$ cat config.mk
export PLATFORM = sky130hd
export DESIGN_NAME = dq_ctrl
export DESIGN_NICKNAME = d
export VERILOG_FILES = /design/src/rtl/dq_pkg.sv /design/src/rtl/dq_ctrl.sv
export SDC_FILE = /design/constraint.sdc
export NUM_CORES = 1
export LEC_CHECK = 0
export BUFFER_PORTS_ARGS = -buffer_cell sky130_fd_sc_hd__buf_2
export CORE_AREA = 2 2 39 41
export DETAILED_ROUTE_END_ITERATION = 8
export DIE_AREA = 0 0 41 43
export SLEW_MARGIN = 0
export SYNTH_ARGS = -nofsm -noshare
export SYNTH_HDL_FRONTEND = slang
export SYNTH_SLANG_ARGS = --single-unit
$ cat constraint.sdc
create_clock -name clk -period 1.4 [get_ports clk]
set_input_delay 0.35 -clock clk [delete_from_list [all_inputs] [get_ports clk]]
set_output_delay 0.35 -clock clk [all_outputs]
set_load 0.005 [all_outputs]
$ cat src/rtl/dq_pkg.sv
// Shared types and constants for the double-ended queue.
package dq_pkg;

  // Action codes carried on the action port. Codes above ACT_QUERY act as a query.
  localparam logic [2:0] ACT_PUSH_FRONT = 3'd0;
  localparam logic [2:0] ACT_PUSH_BACK  = 3'd1;
  localparam logic [2:0] ACT_POP_FRONT  = 3'd2;
  localparam logic [2:0] ACT_POP_BACK   = 3'd3;
  localparam logic [2:0] ACT_QUERY      = 3'd4;

  typedef enum logic [1:0] {
    ST_IDLE,
    ST_EXEC,
    ST_FETCH,
    ST_SHOW
  } state_t;

  // Commands from the controller to the datapath.
  typedef struct packed {
    logic load;   // capture a new word from the input ports
    logic exec;   // apply the action to the ring and read the popped slot
    logic fetch;  // capture the popped value and read the new front and back
    logic show;   // result is on the output ports
  } cmd_t;

endpackage

$ cat src/rtl/dq_ctrl.sv
// Sequencing state machine for the double-ended queue.
module dq_ctrl (
  input  logic         clk,
  input  logic         rst,
  input  logic         start,
  output logic         busy,
  output dq_pkg::cmd_t cmd
);
  import dq_pkg::*;

  state_t state;
  state_t state_next;

  always_ff @(posedge clk) begin
    if (rst) begin
      state <= ST_IDLE;
    end else begin
      state <= state_next;
    end
  end

  always_comb begin
    state_next = state;
    unique case (state)
      ST_IDLE: begin
        if (start) begin
          state_next = ST_EXEC;
        end
      end
      ST_EXEC:  state_next = ST_FETCH;
      ST_FETCH: state_next = ST_SHOW;
      ST_SHOW:  state_next = ST_IDLE;
      default:  state_next = ST_IDLE;
    endcase
  end

  always_comb begin
    cmd       = '0;
    busy      = 1'b1;
    unique case (state)
      ST_IDLE: begin
        busy     = 1'b0;
        cmd.load = start;
      end
      ST_EXEC:  cmd.exec  = 1'b1;
      ST_FETCH: cmd.fetch = 1'b1;
      ST_SHOW:  cmd.show  = 1'b1;
      default:  busy      = 1'b1;
    endcase
  end

endmodule

Word-level counts from Yosys, hierarchy flattened
Index checks and enable logic that the tools add are counted.
- register bits: 2
- latch bits: 0
- RAM bits: 0
- bits in read-only memories: 0
- bits of input ports: 3
- logic and storage cells: 13
- memories: 0
- add/sub/neg operators: 0
- multipliers: 0
- divide/modulo/power cells: 0
- order comparisons: 0
- equal/unequal tests: 4
- shift operators: 0
- muxes and demuxes: 7
- bitwise gates (word level): 0
- reduce and logical (&&, ||, !) cells: 1
- operators by type and width (kind ; number):
    2-bit one-hot mux with 4 select lines ; 1
    1-bit 2-to-1 mux ; 5
    2-bit equality test (second input constant) ; 2
    2-bit by 1-bit equality test with 1-bit output (second input constant) ; 1
    2-bit logical NOT ; 1
    2-bit 2-to-1 mux ; 1
    2-bit inequality test (second input constant) ; 1

Longest topological paths before layout
- word-level depth: 2
- gate-level depth with buffers: 5
- mapped depth without buffers: 5

Least setup slack after synthesis
OpenSTA, ideal clock, no wires.
- kind: reg-to-output
- start: register state[0]
- end: output port cmd[3] (netlist name)
- arrival time: 827 ps
- path slack: 223 ps
- cell stages (with the launch flop): 4
- path buffers: 0
- path through: dfxtp_1 inv_1 ha_1 and2_2
- RTL lines (item ; RTL line ; source):
    start, declared ; dq_ctrl.sv:11 ; state_t state;
    start signal, assigned ; dq_ctrl.sv:18 ; state <= state_next;
    end, declared ; dq_ctrl.sv:7 ; output dq_pkg::cmd_t cmd

==> flow_summary.yaml <==
finish:
  drive_gt1_share_pct: 68.75
  area_growth_pct: 87.20
  top_regs: "state: 2 flops"
  top_register: "state"
  nNetsFinal: 42
  num_antenna_cells: 0
  largest_reg_flops: 2
worst_hold_path:
  hold_class: "input pin to flop"
  hold_path_depth: 2
  hold_end: "state[1]$_SDFFE_PP0P_"
  hp-start: "rst"
setup_path:
  path_buf_inv: 2
  critPathKind: "flop to output pin"
  cp-end-kind: "output pin"
  worstPathArrival_ps: 1000
  max_stage_delay_ps: 340
  r2r_slack_ps: 280
  cp_cell_sequence: "inv_4 -> ha_4 -> and2_4 -> buf_2"
  r2r_cells: 6
  r2r-start: "state[0]$_SDFFE_PP0P_"
  reg2reg_to: "state[0]$_SDFFE_PP0P_"
  cpLargestDelayFamily: "flip-flops"
  required_ps: 1050
  startpoint_type: "flop"
  critical_path.slowest_cell: "dfxtp_2"
  worstPathMaxFanout: 3
route:
  firstDrtPassIters: 1
  wl_per_cell_um: 7.042
  drcViolationCount: 0
  wirelength_um: 338
  vias: 153
  drtAntennaViolNets: 0
  viasPerCell: 3.188
  dr.first_iter.drc_count: 0
placed_design:
  preCtsSetupSlack_ps: 75.54
  dp_hpwl_um: 250.7
  gp_congestion: 0.6269
  port_buffers: 7
sta:
  drv_slew: 0
  finalCriticalPeriod_ps: 1355
  postLayoutSetupSlackWorst_ps: 45.35
  clock-skew-final_ps: 1.974
  hold_viol: 0
  post-route-period-util_pct: 96.76
  setup_tns_ps: 0
  rsz0062_at_grt: "false"
  max_freq_mhz: 738.2
  timing.final.setup_violations: 0
  max_slew_margin_pct: 88.69
  tightest_slew_ps: 168.6
global_route:
  grt_overflow: 0
  grt_start_max_net_pins: 4
  antenna_found_initial: 0
  first_global_vias: 152
  grt_first_pass_wirelength_um: 524
  gr-usage-all-layers_pct: 5.717
die:
  die_y_um: 43
  start_util_pct: 11.30
  rows: 14
  io_pins: 8
  dieArea_mm2: 0.001763
  die_w_um: 41
  core_area_mm2: 0.001384
cts:
  cts_buffers: 3
  tritoncts: "done"
  htreeDepth: 1
  cts_max_path_buffers: 2
  clk_latency_ps: 220
  clock-root-buffer: "clkbuf_4"
  cts.sinks: 2
  clk_pin_slew_ps: 30
synth:
  syn_area_per_cell_um2: 9.200
  synth-seq-cells: 2
  synth_area_um2: 156.4
  ys_seq_area_share_pct: 25.60
  synth_nets: 25
  synth.distinct_cells: 8
  syn_inst: 17
  yosys_warnings: 0
flow_run:
  maxCapViolations: 0
power_and_ir_drop:
  p_leak_nw: 0.1583
  ir_drop_mv: 0.2983
  cellPowerDensity_mw_per_mm2: 2051
status:
  status: "completed"
metrics by stage:
stage / utilization [%] / hold WS [ps] / instance area [um^2] / instances / power [mW]
after detailed placement: 15.82 / 530.7 / 219.0 / 41 / 0.3552
after global routing: 21.16 / 303.4 / 292.8 / 48 / 0.6795
after floorplan: - / 422.4 / 156.4 / 17 / 0.2575
after global placement: 15.82 / 526.8 / 219.0 / 41 / 0.3538
after CTS: 20.16 / 298.2 / 279.0 / 47 / 0.5834
final: 21.16 / 301.0 / 292.8 / 48 / 0.6006
layout make-up:
class / count / area, um^2
Fill cell: 159 / 1091
Multi-Input combinational cell: 12 / 121.4
Timing Repair Buffer: 12 / 72.57
Sequential cell: 2 / 42.54
Clock buffer: 3 / 22.52
Tap cell: 16 / 20.02
Inverter: 3 / 13.76
timing repair:
action	CTS	global route
pin swaps	0	1
resized for setup	6	3
endpoints found under the setup margin	2	2
hold buffers	0	0
setup buffers	3	1
synth_stat cells, drive strengths merged:
cell type | n | area, um^2
nor2 | 3 | 11.26
a211oi | 1 | 7.510
dfxtp | 2 | 40.04
mux2i | 1 | 10.01
and2 | 1 | 7.510
inv | 3 | 11.26
nand2b | 1 | 6.260
ha | 5 | 62.56
cells by family after synthesis:
logic type | Yosys count | synth area share [%]
compound gates | 1 | 4.802
fa+ha+maj | 5 | 40.00
buf+inv | 3 | 7.199
flops | 2 | 25.60
mux | 1 | 6.400
simple gates | 5 | 16.00
cells in the final DEF (no fill, tap or decap):
cell type	instances
a211oi_1	1
and2_4	1
buf_2	7
buf_4	5
clkbuf_4	3
dfxtp_2	2
ha_1	3
ha_2	1
ha_4	1
inv_1	1
inv_2	1
inv_4	1
mux2i_1	1
nand2b_1	1
nor2_1	3
how the worst max path moves through the flow:
stage | from | endpoint | slack (ps) | depth (start not counted)
2_1_floorplan | state[0]$_SDFFE_PP0P_ | cmd[3] | 220 | 3
4_1_cts | state[0]$_SDFFE_PP0P_ | cmd[3] | 2 | 4
6_report | state[0]$_SDFFE_PP0P_ | cmd[3] | 50 | 4
5_1_grt | state[0]$_SDFFE_PP0P_ | cmd[3] | 4 | 4
3_3_place_gp | state[0]$_SDFFE_PP0P_ | cmd[3] | 90 | 4
3_5_place_dp | state[0]$_SDFFE_PP0P_ | cmd[3] | 80 | 4
power breakdown:
part | switching (mW) | internal (mW) | total, mW
clock | 0.0308 | 0.0944 | 0.125
sequential | 0.0194 | 0.0887 | 0.108
combinational | 0.158 | 0.209 | 0.367
total | 0.208 | 0.392 | 0.601
layer usage:
layer  track usage, %  vias to the layer above  part of all wire, %
met5                0                        -                    0
met3            3.141                        0                  6.5
met4            12.00                        0                    0
li1                 -                       82                    -
met1            2.885                       66                   33
met2            7.500                        5                   60
(Power assumes the default switching activity.)
